**src/design/assert_macros.svh**
```systemverilog
// ----------------------------------------------------------------------------
// assert_macros.svh
// Assertion wrappers shared by the envelope generator RTL. Properties are
// clocked on clock; the plain form is disabled while reset is high.
// ----------------------------------------------------------------------------
`ifndef ASSERT_MACROS_SVH
`define ASSERT_MACROS_SVH

`ifndef SYNTH
// checked outside reset
`define LAE_ASSERT(lbl, prop, msg) \
   lbl: assert property (@(posedge clock) disable iff (reset) prop) else $error(msg);
// checked on every edge, reset included
`define LAE_ASSERT_ALWAYS(lbl, prop, msg) \
   lbl: assert property (@(posedge clock) prop) else $error(msg);
`else
`define LAE_ASSERT(lbl, prop, msg)
`define LAE_ASSERT_ALWAYS(lbl, prop, msg)
`endif

`endif

```
**src/design/lae_pkg.sv**
```systemverilog
// ----------------------------------------------------------------------------
// lae_pkg
// Widths, codes and controller/datapath interface types of the linear
// ADSR envelope generator.
// ----------------------------------------------------------------------------
`default_nettype none

package lae_pkg;

   // field and storage widths
   localparam int COUNT_BITS  = 21;
   localparam int SAMPLE_BITS = 16;
   localparam int LEN_BITS    = 20;
   localparam int LEVEL_BITS  = 17;
   localparam int ACTION_BITS = 2;
   localparam int STAGE_BITS  = 3;
   localparam int CSR_IDX_BITS  = 3;
   localparam int CSR_DATA_BITS = 20;

   // level ramp arithmetic: 17 x 20 product, one quotient bit per step
   localparam int PROD_BITS  = LEVEL_BITS + LEN_BITS;
   localparam int DIV_STEPS  = LEVEL_BITS;
   localparam int DIV_CNT_BITS = $clog2(DIV_STEPS);

   localparam logic [LEVEL_BITS-1:0] FULL_SCALE = LEVEL_BITS'(65536);
   localparam logic [COUNT_BITS-1:0] COUNT_MAX  = {COUNT_BITS{1'b1}};

   // request actions
   localparam logic [ACTION_BITS-1:0] ACT_TICK     = 2'd0;
   localparam logic [ACTION_BITS-1:0] ACT_NOTE_ON  = 2'd1;
   localparam logic [ACTION_BITS-1:0] ACT_NOTE_OFF = 2'd2;

   // envelope stages
   localparam logic [STAGE_BITS-1:0] ST_INACTIVE = 3'd0;
   localparam logic [STAGE_BITS-1:0] ST_ATTACK   = 3'd1;
   localparam logic [STAGE_BITS-1:0] ST_DECAY    = 3'd2;
   localparam logic [STAGE_BITS-1:0] ST_SUSTAIN  = 3'd3;
   localparam logic [STAGE_BITS-1:0] ST_RELEASE  = 3'd4;

   // register indexes
   localparam logic [CSR_IDX_BITS-1:0] CSR_ATTACK        = 3'd0;
   localparam logic [CSR_IDX_BITS-1:0] CSR_DECAY         = 3'd1;
   localparam logic [CSR_IDX_BITS-1:0] CSR_RELEASE       = 3'd2;
   localparam logic [CSR_IDX_BITS-1:0] CSR_SUSTAIN_LEVEL = 3'd3;
   localparam logic [CSR_IDX_BITS-1:0] CSR_SUSTAIN_ON    = 3'd4;

   // controller to datapath commands
   typedef struct packed {
      logic note_on;
      logic note_off;
      logic capture;
      logic advance;
      logic mul;
      logic div_step;
      logic level;
      logic load_out;
   } lae_cmd_type;

   // datapath to controller status
   typedef struct packed {
      logic div_last;
   } lae_status_type;

endpackage

`default_nettype wire

```
**src/design/lae_ctrl.sv**
```systemverilog
// ----------------------------------------------------------------------------
// lae_ctrl
// Sequencer of the envelope generator: takes requests, steps the datapath
// through advance, multiply, divide, level and scale, and owns rsp_valid.
// ----------------------------------------------------------------------------
`default_nettype none
`include "assert_macros.svh"

module lae_ctrl
   import lae_pkg::*;
(
   input  wire logic                   clock,
   input  wire logic                   reset,
   input  wire logic                   req_valid,
   input  wire logic [ACTION_BITS-1:0] req_action,
   output logic                        req_ready,
   output logic                        rsp_valid,
   input  wire logic                   rsp_ready,
   output lae_cmd_type                 ctrl_cmd,
   input  wire lae_status_type         dp_status
);

   typedef enum logic [5:0] {
      S_IDLE  = 6'b000001,
      S_ADV   = 6'b000010,
      S_MUL   = 6'b000100,
      S_DIV   = 6'b001000,
      S_LEVEL = 6'b010000,
      S_SCALE = 6'b100000
   } ctrl_state_type;

   ctrl_state_type state_ff, state_in;
   logic           rsp_valid_ff, rsp_valid_in;
   logic           accept;
   logic           out_free;

   // handshake
   assign req_ready = (state_ff == S_IDLE);
   assign accept    = req_valid && req_ready;
   assign out_free  = !rsp_valid_ff || rsp_ready;
   assign rsp_valid = rsp_valid_ff;

   // command decode
   always_comb begin
      ctrl_cmd          = '0;
      ctrl_cmd.note_on  = accept && (req_action == ACT_NOTE_ON);
      ctrl_cmd.note_off = accept && (req_action == ACT_NOTE_OFF);
      ctrl_cmd.capture  = accept && (req_action == ACT_TICK);
      ctrl_cmd.advance  = (state_ff == S_ADV);
      ctrl_cmd.mul      = (state_ff == S_MUL);
      ctrl_cmd.div_step = (state_ff == S_DIV);
      ctrl_cmd.level    = (state_ff == S_LEVEL);
      ctrl_cmd.load_out = (state_ff == S_SCALE) && out_free;
   end

   // next state
   always_comb begin
      state_in = state_ff;
      case (state_ff)
         S_IDLE: begin
            if (ctrl_cmd.capture) state_in = S_ADV;
         end
         S_ADV:   state_in = S_MUL;
         S_MUL:   state_in = S_DIV;
         S_DIV: begin
            if (dp_status.div_last) state_in = S_LEVEL;
         end
         S_LEVEL: state_in = S_SCALE;
         S_SCALE: begin
            if (out_free) state_in = S_IDLE;
         end
         default: state_in = S_IDLE;
      endcase
   end

   // result valid flag
   always_comb begin
      rsp_valid_in = rsp_valid_ff;
      if (ctrl_cmd.load_out) rsp_valid_in = 1'b1;
      else if (rsp_ready)    rsp_valid_in = 1'b0;
   end

   always_ff @(posedge clock) begin
      if (reset) begin
         state_ff     <= S_IDLE;
         rsp_valid_ff <= 1'b0;
      end else begin
         state_ff     <= state_in;
         rsp_valid_ff <= rsp_valid_in;
      end
   end

   // checks
   `LAE_ASSERT_ALWAYS(a_reset_idle, reset |=> (state_ff == S_IDLE) && !rsp_valid_ff, "reset did not idle controller")
   `LAE_ASSERT(a_div_length, (state_ff == S_MUL) |-> ##DIV_STEPS (state_ff == S_DIV) ##1 (state_ff == S_LEVEL), "divide ran wrong number of steps")
   `LAE_ASSERT(a_scale_holds, (state_ff == S_SCALE) && rsp_valid_ff && !rsp_ready |=> (state_ff == S_SCALE), "result dropped while output stalled")

endmodule

`default_nettype wire

```
**src/design/lae_datapath.sv**
```systemverilog
// ----------------------------------------------------------------------------
// lae_datapath
// Envelope state, configuration registers, ramp multiplier, restoring
// divider, level clamp and sample scaling, driven by controller commands.
// ----------------------------------------------------------------------------
`default_nettype none
`include "assert_macros.svh"

module lae_datapath
   import lae_pkg::*;
(
   input  wire logic                          clock,
   input  wire logic                          reset,
   input  wire lae_cmd_type                   ctrl_cmd,
   output lae_status_type                     dp_status,
   input  wire logic signed [SAMPLE_BITS-1:0] req_sample_in,
   input  wire logic                          csr_wr_en,
   input  wire logic [CSR_IDX_BITS-1:0]       csr_index,
   input  wire logic [CSR_DATA_BITS-1:0]      csr_wdata,
   output logic [LEVEL_BITS-1:0]              rsp_level_out,
   output logic signed [SAMPLE_BITS-1:0]      rsp_sample_out,
   output logic [STAGE_BITS-1:0]              rsp_stage_out
);

   typedef enum logic [1:0] {
      LV_DIRECT,
      LV_ADD,
      LV_SUB,
      LV_QUOT
   } level_mode_type;

   // configuration
   logic [LEN_BITS-1:0]   attack_len_ff, attack_len_in;
   logic [LEN_BITS-1:0]   decay_len_ff, decay_len_in;
   logic [LEN_BITS-1:0]   release_len_ff, release_len_in;
   logic [LEVEL_BITS-1:0] sustain_level_ff, sustain_level_in;
   logic                  sustain_on_ff, sustain_on_in;

   // envelope state
   logic [STAGE_BITS-1:0] stage_ff, stage_in;
   logic [COUNT_BITS-1:0] count_ff, count_in;
   logic [LEVEL_BITS-1:0] level_now_ff, level_now_in;
   logic [LEVEL_BITS-1:0] level_start_ff, level_start_in;
   logic [COUNT_BITS-1:0] count_inc;

   // ramp operands
   logic [LEN_BITS-1:0]   len_sel;
   logic [LEN_BITS-1:0]   n_clip;
   logic [LEVEL_BITS-1:0] l0_clip;
   logic [LEVEL_BITS-1:0] op_a;
   logic [LEN_BITS-1:0]   op_b;
   logic [LEVEL_BITS-1:0] op_base;
   logic [LEVEL_BITS-1:0] op_direct;
   level_mode_type        op_mode;
   logic [PROD_BITS-1:0]  prod;

   // divider and level registers
   level_mode_type         mode_ff;
   logic [LEVEL_BITS-1:0]  base_ff;
   logic [LEVEL_BITS-1:0]  direct_ff;
   logic [LEN_BITS-1:0]    div_len_ff;
   logic [LEN_BITS-1:0]    rem_ff;
   logic [DIV_STEPS-1:0]   num_lo_ff;
   logic [DIV_STEPS-1:0]   quot_ff;
   logic [DIV_CNT_BITS-1:0] div_cnt_ff, div_cnt_in;
   logic [LEN_BITS:0]      rem_wide;
   logic [LEN_BITS:0]      rem_diff;
   logic                   rem_ge;
   logic [LEVEL_BITS:0]    level_raw;
   logic [LEVEL_BITS-1:0]  level_clamp;

   // sample and output
   logic signed [SAMPLE_BITS-1:0]          sample_ff;
   logic signed [SAMPLE_BITS+LEVEL_BITS:0] scaled;
   logic [LEVEL_BITS-1:0]                  level_out_ff;
   logic signed [SAMPLE_BITS-1:0]          sample_out_ff;
   logic [STAGE_BITS-1:0]                  stage_out_ff;

   // register writes
   always_comb begin
      attack_len_in    = attack_len_ff;
      decay_len_in     = decay_len_ff;
      release_len_in   = release_len_ff;
      sustain_level_in = sustain_level_ff;
      sustain_on_in    = sustain_on_ff;
      if (csr_wr_en) begin
         case (csr_index)
            CSR_ATTACK:        attack_len_in    = csr_wdata[LEN_BITS-1:0];
            CSR_DECAY:         decay_len_in     = csr_wdata[LEN_BITS-1:0];
            CSR_RELEASE:       release_len_in   = csr_wdata[LEN_BITS-1:0];
            CSR_SUSTAIN_LEVEL: sustain_level_in = csr_wdata[LEVEL_BITS-1:0];
            CSR_SUSTAIN_ON:    sustain_on_in    = csr_wdata[0];
            default: ;
         endcase
      end
   end

   // stage counter, stage moves, note events and level update
   assign count_inc = (count_ff == COUNT_MAX) ? count_ff : count_ff + 1'b1;

   always_comb begin
      stage_in       = stage_ff;
      count_in       = count_ff;
      level_now_in   = level_now_ff;
      level_start_in = level_start_ff;
      if (ctrl_cmd.note_on) begin
         level_start_in = level_now_ff;
         stage_in       = ST_ATTACK;
         count_in       = '0;
      end else if (ctrl_cmd.note_off) begin
         if (stage_ff != ST_INACTIVE) begin
            stage_in = ST_RELEASE;
            count_in = '0;
         end
      end else if (ctrl_cmd.advance) begin
         count_in = count_inc;
         if (stage_ff == ST_ATTACK && count_inc >= COUNT_BITS'(attack_len_ff)) begin
            stage_in = ST_DECAY;
            count_in = '0;
         end else if (stage_ff == ST_DECAY && count_inc >= COUNT_BITS'(decay_len_ff)) begin
            stage_in = sustain_on_ff ? ST_SUSTAIN : ST_RELEASE;
            count_in = '0;
         end else if (stage_ff == ST_RELEASE &&
                      count_inc >= COUNT_BITS'(release_len_ff)) begin
            stage_in = ST_INACTIVE;
            count_in = '0;
         end
      end else if (ctrl_cmd.level) begin
         level_now_in = level_clamp;
      end
   end

   // stage length and clipped count
   always_comb begin
      case (stage_ff)
         ST_ATTACK:  len_sel = attack_len_ff;
         ST_DECAY:   len_sel = decay_len_ff;
         ST_RELEASE: len_sel = release_len_ff;
         default:    len_sel = '0;
      endcase
   end

   assign n_clip  = (count_ff > COUNT_BITS'(len_sel)) ? len_sel : count_ff[LEN_BITS-1:0];
   assign l0_clip = (level_start_ff > FULL_SCALE) ? FULL_SCALE : level_start_ff;

   // ramp operands per stage
   always_comb begin
      op_mode   = LV_DIRECT;
      op_a      = '0;
      op_b      = '0;
      op_base   = '0;
      op_direct = '0;
      case (stage_ff)
         ST_ATTACK: begin
            if (len_sel == '0) begin
               op_direct = FULL_SCALE;
            end else begin
               op_mode = LV_ADD;
               op_base = l0_clip;
               op_a    = FULL_SCALE - l0_clip;
               op_b    = n_clip;
            end
         end
         ST_DECAY: begin
            if (len_sel == '0) begin
               op_direct = sustain_level_ff;
            end else if (sustain_level_ff >= FULL_SCALE) begin
               op_direct = FULL_SCALE;
            end else begin
               op_mode = LV_SUB;
               op_a    = FULL_SCALE - sustain_level_ff;
               op_b    = n_clip;
            end
         end
         ST_SUSTAIN: op_direct = sustain_level_ff;
         ST_RELEASE: begin
            if (len_sel != '0) begin
               op_mode = LV_QUOT;
               op_a    = sustain_level_ff;
               op_b    = len_sel - n_clip;
            end
         end
         default: op_direct = '0;
      endcase
   end

   assign prod = op_a * op_b;

   // restoring divide step, quotient known to fit in DIV_STEPS bits
   assign rem_wide = {rem_ff, num_lo_ff[DIV_STEPS-1]};
   assign rem_ge   = (rem_wide >= {1'b0, div_len_ff});
   assign rem_diff = rem_wide - {1'b0, div_len_ff};

   assign div_cnt_in = ctrl_cmd.mul ? '0 :
                       ctrl_cmd.div_step ? div_cnt_ff + 1'b1 : div_cnt_ff;
   assign dp_status.div_last = ctrl_cmd.div_step &&
                               (div_cnt_ff == DIV_CNT_BITS'(DIV_STEPS - 1));

   // level from quotient or direct value, clamped to full scale
   always_comb begin
      case (mode_ff)
         LV_ADD:  level_raw = {1'b0, base_ff} + {1'b0, quot_ff};
         LV_SUB:  level_raw = {1'b0, FULL_SCALE} - {1'b0, quot_ff};
         LV_QUOT: level_raw = {1'b0, quot_ff};
         default: level_raw = {1'b0, direct_ff};
      endcase
   end

   assign level_clamp = (level_raw > {1'b0, FULL_SCALE}) ? FULL_SCALE :
                        level_raw[LEVEL_BITS-1:0];

   // sample scaling, arithmetic shift gives the floor
   assign scaled = sample_ff * $signed({1'b0, level_now_ff});

   // control and envelope state
   always_ff @(posedge clock) begin
      if (reset) begin
         attack_len_ff    <= '0;
         decay_len_ff     <= '0;
         release_len_ff   <= '0;
         sustain_level_ff <= FULL_SCALE;
         sustain_on_ff    <= 1'b1;
         stage_ff         <= ST_INACTIVE;
         count_ff         <= '0;
         level_now_ff     <= '0;
         level_start_ff   <= '0;
         div_cnt_ff       <= '0;
      end else begin
         attack_len_ff    <= attack_len_in;
         decay_len_ff     <= decay_len_in;
         release_len_ff   <= release_len_in;
         sustain_level_ff <= sustain_level_in;
         sustain_on_ff    <= sustain_on_in;
         stage_ff         <= stage_in;
         count_ff         <= count_in;
         level_now_ff     <= level_now_in;
         level_start_ff   <= level_start_in;
         div_cnt_ff       <= div_cnt_in;
      end
   end

   // payload registers
   always_ff @(posedge clock) begin
      if (ctrl_cmd.capture) sample_ff <= req_sample_in;
      if (ctrl_cmd.mul) begin
         mode_ff    <= op_mode;
         base_ff    <= op_base;
         direct_ff  <= op_direct;
         div_len_ff <= len_sel;
         rem_ff     <= prod[PROD_BITS-1:DIV_STEPS];
         num_lo_ff  <= prod[DIV_STEPS-1:0];
         quot_ff    <= '0;
      end else if (ctrl_cmd.div_step) begin
         rem_ff    <= rem_ge ? rem_diff[LEN_BITS-1:0] : rem_wide[LEN_BITS-1:0];
         num_lo_ff <= {num_lo_ff[DIV_STEPS-2:0], 1'b0};
         quot_ff   <= {quot_ff[DIV_STEPS-2:0], rem_ge};
      end
      if (ctrl_cmd.load_out) begin
         level_out_ff  <= level_now_ff;
         sample_out_ff <= scaled[SAMPLE_BITS+15:16];
         stage_out_ff  <= stage_ff;
      end
   end

   assign rsp_level_out  = level_out_ff;
   assign rsp_sample_out = sample_out_ff;
   assign rsp_stage_out  = stage_out_ff;

   // checks
   `LAE_ASSERT(a_level_range, level_now_ff <= FULL_SCALE, "stored level above full scale")
   `LAE_ASSERT(a_stage_code, stage_ff <= ST_RELEASE, "stage register holds unused code")
   `LAE_ASSERT(a_rem_bound, ctrl_cmd.div_step && (div_len_ff != '0) |-> (rem_ff < div_len_ff), "divider remainder not below divisor")

endmodule

`default_nettype wire

```
**src/design/linear_adsr_envelope_top.sv**
```systemverilog
// ----------------------------------------------------------------------------
// linear_adsr_envelope_top
// Linear ADSR envelope generator with optional no-sustain mode.
//
// Requests (req_valid/req_ready) carry an action and a signed sample:
// tick, note on or note off. Note on and note off update the envelope in
// the cycle they are taken and give no response. A tick advances the stage
// counter, moves the stage, computes the Q1.16 level and scales the sample;
// it gives one response (rsp_valid/rsp_ready) with level, sample, stage.
// After a tick is taken the controller steps through advance, multiply,
// divide, level and scale; rsp_valid rises when scale loads the response.
// The level ramp needs one multiply step and a 17-step restoring divide,
// one quotient bit per cycle; a new request is taken in the cycle after
// the response is loaded. Note events can be taken every cycle while idle.
// The response sits in an output register: the next request is taken while
// it waits. If rsp_ready stays low, the following tick stalls in its last
// step until the register frees up. Reset (synchronous, active high) gives
// stage inactive, level zero, all lengths zero, sustain at full scale with
// sustain enabled. The csr port writes a register on any cycle with csr_wr_en
// high; the user must write only while idle, the block does not enforce it.
// ----------------------------------------------------------------------------
`default_nettype none

module linear_adsr_envelope_top
   import lae_pkg::*;
(
   input  wire logic                          clock,
   input  wire logic                          reset,
   input  wire logic                          req_valid,
   output logic                               req_ready,
   input  wire logic [ACTION_BITS-1:0]        req_action,
   input  wire logic signed [SAMPLE_BITS-1:0] req_sample_in,
   output logic                               rsp_valid,
   input  wire logic                          rsp_ready,
   output logic [LEVEL_BITS-1:0]              rsp_level_out,
   output logic signed [SAMPLE_BITS-1:0]      rsp_sample_out,
   output logic [STAGE_BITS-1:0]              rsp_stage_out,
   input  wire logic                          csr_wr_en,
   input  wire logic [CSR_IDX_BITS-1:0]       csr_index,
   input  wire logic [CSR_DATA_BITS-1:0]      csr_wdata
);

   lae_cmd_type    ctrl_cmd;
   lae_status_type dp_status;

   // sequencer
   lae_ctrl u_ctrl (
      .clock      (clock),
      .reset      (reset),
      .req_valid  (req_valid),
      .req_action (req_action),
      .req_ready  (req_ready),
      .rsp_valid  (rsp_valid),
      .rsp_ready  (rsp_ready),
      .ctrl_cmd   (ctrl_cmd),
      .dp_status  (dp_status)
   );

   // envelope datapath
   lae_datapath u_datapath (
      .clock          (clock),
      .reset          (reset),
      .ctrl_cmd       (ctrl_cmd),
      .dp_status      (dp_status),
      .req_sample_in  (req_sample_in),
      .csr_wr_en      (csr_wr_en),
      .csr_index      (csr_index),
      .csr_wdata      (csr_wdata),
      .rsp_level_out  (rsp_level_out),
      .rsp_sample_out (rsp_sample_out),
      .rsp_stage_out  (rsp_stage_out)
   );

endmodule

`default_nettype wire
```
**config.mk**
```make
export PLATFORM = sky130hd
export DESIGN_NAME = linear_adsr_envelope_top
export DESIGN_NICKNAME = d
export VERILOG_FILES = /design/src/design/lae_pkg.sv /design/src/design/lae_ctrl.sv /design/src/design/lae_datapath.sv /design/src/design/linear_adsr_envelope_top.sv
export VERILOG_INCLUDE_DIRS = /design/src /design/src/design
export SDC_FILE = /design/constraint.sdc
export NUM_CORES = 2
export LEC_CHECK = 0
export BUFFER_PORTS_ARGS = -buffer_cell sky130_fd_sc_hd__buf_2
export CORE_ASPECT_RATIO = 1.2
export CORE_MARGIN = 2
export CORE_UTILIZATION = 32
export DETAILED_ROUTE_END_ITERATION = 16
export SETUP_SLACK_MARGIN = 0.05
export SLEW_MARGIN = 20
export SYNTH_ARGS = -nofsm -noshare
export SYNTH_HDL_FRONTEND = slang
export SYNTH_SLANG_ARGS = --single-unit
```
**constraint.sdc**
```tcl
create_clock -name clock -period 30 [get_ports clock]
set_clock_uncertainty 0.05 [all_clocks]
set_input_delay 3 -clock clock [delete_from_list [all_inputs] [get_ports clock]]
set_output_delay 3 -clock clock [all_outputs]
set_load 0.05 [all_outputs]
```
==> out/summary.txt <==
Iteration-0 DRC Markers - 1985
Dpl cells - 5886
Setup crit end kind - flop
Critical R2R Launch - u_datapath.stage_ff[2]
Slowest stage cell, crit path - o31ai_1
Yosys warns - 0
DRT Wirelength - 114500 um
CTS clk-pin slew, worst paths - 0.06 ns
Clock Latency Late Sink - 0.63 ns
Int Pwr - 0.8259 mW
Maximum fanout along the worst path - 29
H-tree depth - 2
Vias in the first global route - 30810
Final net count - 5279
Final Hold Viols - 0
VDD IR max - 0.03478 mV
Yosys top cell area share - 25.15%
TNS Setup - 0 ns
Synthesized flop and latch total - 310
HP Start - u_datapath.level_now_ff[10]
Drt via density - 5.097
Share of layout cells above drive strength 1 - 5.991%
Dpl ws - 16.77 ns
Total chip power - 1.180 mW
Post-layout util - 35.18%
Post-synth EDFFs - 145
Clk pwr share - 43.6%
RePlAce Congestion - 0.9337
PwrDens - 28.41 nW/um2
Share of synthesized flip-flops with an asynchronous set or reset - 0%
FP Rows - 138
DR pass1 iterations - 7
Largest net degree at the start of global routing - 80
GRT overflow - 0
Worst EP required - 30.27 ns
CTS Hold Bufs - 0
Die width - 319.1 um
Avg Cell Area, Syn - 8.665 um2
Worst Max-Slew Pin Slew - 1.175 ns
Sw Share - 30.03%
Sequential power share - 40.4%
Cts repair resizes - 0
Deepest clock path buffer count - 3
Fin. max-slew vios - 0
Post-synth top area cell - fa_1
Worst endpoint data arrival time - 13.65 ns
Rel. slew slack - 21.02%
Setup Buffers After CTS - 0
Final setup fails - 0
DR DRC count - 0
Slowest Stage Delay on Critical Path - 0.93 ns
CTS tree - built
Routed via count - 30420
Crit start category - flop
Die Y - 382.2 um
Post-DP HPWL - 89470 um
Distinct cells, synth - 87
Initial antenna violation count - 13
Hold Crit Class - flop to flop
P_leak - 18.70 nW
Final ANT Viol Nets - 0
Status - finished clean
Launch point of the worst path - u_datapath.stage_ff[2]
I/O Buffers - 83
Total track usage - 18.92%
Post-route insts no fill - 5969
Clock Tree Root - clkbuf_16
Area occupied by multi-input gates - 26960 um2
Total CTS buffers - 41
Placed Area - 40120 um2
FF/Latch Area - 7657 um2
Area of the core - 118100 um2
WL/cell - 19.18 um
Finished Cell Area - 41550 um2
Reg2Reg Setup Slack - 16.62 ns
Die area - 122000 um2
Mapped Nets - 5290
RSZ-0062 raised after global routing - no
Final period utilization - 44.60%
Syn Inst Count - 4401
Most frequent CP cell - inv_1
Area Growth Syn to Fin - 8.968%
Crit Path Class - flop to flop
Initial Utilization - 32.29%
WHS - 0.4031 ns
I/O Pins - 84
Synth area leaders - fa_1 25%, ha_1 12%, edfxtp_1 11%
Worst Slack Setup Final - 16.62 ns
Post-synthesis cell area - 38130 um2
Sequential element share of the synthesized area - 20.08%
Synth Flop Type - dfxtp_1
FMAX - 0.07475 GHz
Combinational Power Share - 16.0%
CTS sink count - 310
# fillers - 12300
Max cap viols - 0
First-pass GRT wire length - 180100 um
Psw - 0.3544 mW
Min cycle time layout - 13.38 ns
-- state kept, by name (all words and copies together) (netlist names), 5 cells and up --
| name | flops |
|---|---|
| u_datapath.rsp_level_out | 17 |
| u_datapath.decay_len_ff | 20 |
| u_datapath.level_now_ff | 17 |
| u_datapath.release_len_ff | 20 |
| u_datapath.rsp_sample_out | 16 |
| u_datapath.div_len_ff | 20 |
| u_ctrl.state_ff | 6 |
| u_datapath.quot_ff | 17 |
| u_datapath.count_ff | 21 |
| u_datapath.div_cnt_ff | 5 |
| u_datapath.rem_ff | 20 |
| u_datapath.level_start_ff | 17 |
| u_datapath.num_lo_ff | 17 |
| u_datapath.direct_ff | 17 |
| u_datapath.sustain_level_ff | 17 |
| u_datapath.attack_len_ff | 20 |
| u_datapath.base_ff | 17 |
| u_datapath.sample_ff | 16 |
-- worst max-delay path, delay by kind of cell, from the launching register on --
| kind | cells | cell delay (ns) |
|---|---|---|
| fa+ha+maj | 10 | 4.42 |
| compound gates | 14 | 4.40 |
| simple gates | 13 | 2.68 |
| flops | 1 | 0.89 |
| buf+inv | 8 | 0.52 |
| xor+xnor | 1 | 0.10 |
-- synthesized netlist by cell type, types with 17 or more instances --
master,instances
a211oi_1,24
a21o_1,54
a21oi_1,239
a22o_1,31
a22oi_1,28
and2_1,162
buf_2,37
clkbuf_1,144
dfxtp_1,165
edfxtp_1,145
fa_1,479
ha_1,364
inv_1,724
mux2i_1,24
nand2_1,678
nand2b_1,53
nand3_1,58
nand3b_1,17
nand4_1,22
nor2_1,282
nor2b_1,40
nor3_1,43
o21a_1,29
o21ai_0,113
o22ai_1,23
xnor2_1,81
xor2_1,51
-- cells by family after synthesis --
| kind of cell | share of synthesized area (%) |
|---|---|
| adders and majority gates | 37.09 |
| muxes | 0.8367 |
| DFF | 20.08 |
| AOI/OAI and AO/OA | 11.80 |
| and+or+nand+nor | 17.85 |
| xor gates and xnor gates | 3.032 |
| buffers and inverters | 9.305 |
-- cells in the final DEF (no fill, tap or decap), drive strengths merged, types with 44 or more instances in the layout --
cell and instances:
a21oi 239, and2 162, fa 479, inv 726, edfxtp 145, clkbuf 67
a21o 54, xnor2 81, nand3 59, o21ai 127, nand2b 53, xor2 51
buf 140, dfxtp 165, nor2 282, nor3 44, ha 364, nand2 678
-- path summary, 6_finish.rpt --
kind                                                     end  cells after the start
worst max-delay path                   u_datapath.rem_ff[16]                     46
worst min register to register  u_datapath.rsp_level_out[10]                      0
worst min-delay path            u_datapath.rsp_level_out[10]                      0
worst max register to register         u_datapath.rem_ff[16]                     46
-- power groups by stage --
| stage | clock network, mW | logic, mW | registers [mW] |
|---|---|---|---|
| global route | 0.542 | 0.208 | 0.478 |
| CTS | 0.529 | 0.189 | 0.476 |
| finish | 0.515 | 0.189 | 0.477 |
| global placement | 0 | 0.186 | 0.485 |
| detailed placement | 0 | 0.187 | 0.485 |
| floorplan | 0 | 0.134 | 0.481 |
-- routing by layer --
metal	up-vias	GRT usage [%]	share of wire (%)
met3	228	2.714	6.0
met1	15120	24.11	42
li1	14200	-	-
met4	12	7.259	4.0
met2	863	32.33	48
met5	-	0	0.066
-- area by class of cell --
cell class | count | share of cell area (%)
inverter | 728 | 6.579
multi-input combinational | 3169 | 64.89
clock buffer | 67 | 3.201
sequential | 310 | 18.43
clock inverter | 9 | 0.1807
antenna | 6 | 0.03613
timing repair buffer | 140 | 2.045
tap | 1540 | 4.637
Power figures use the tool's default switching activity.
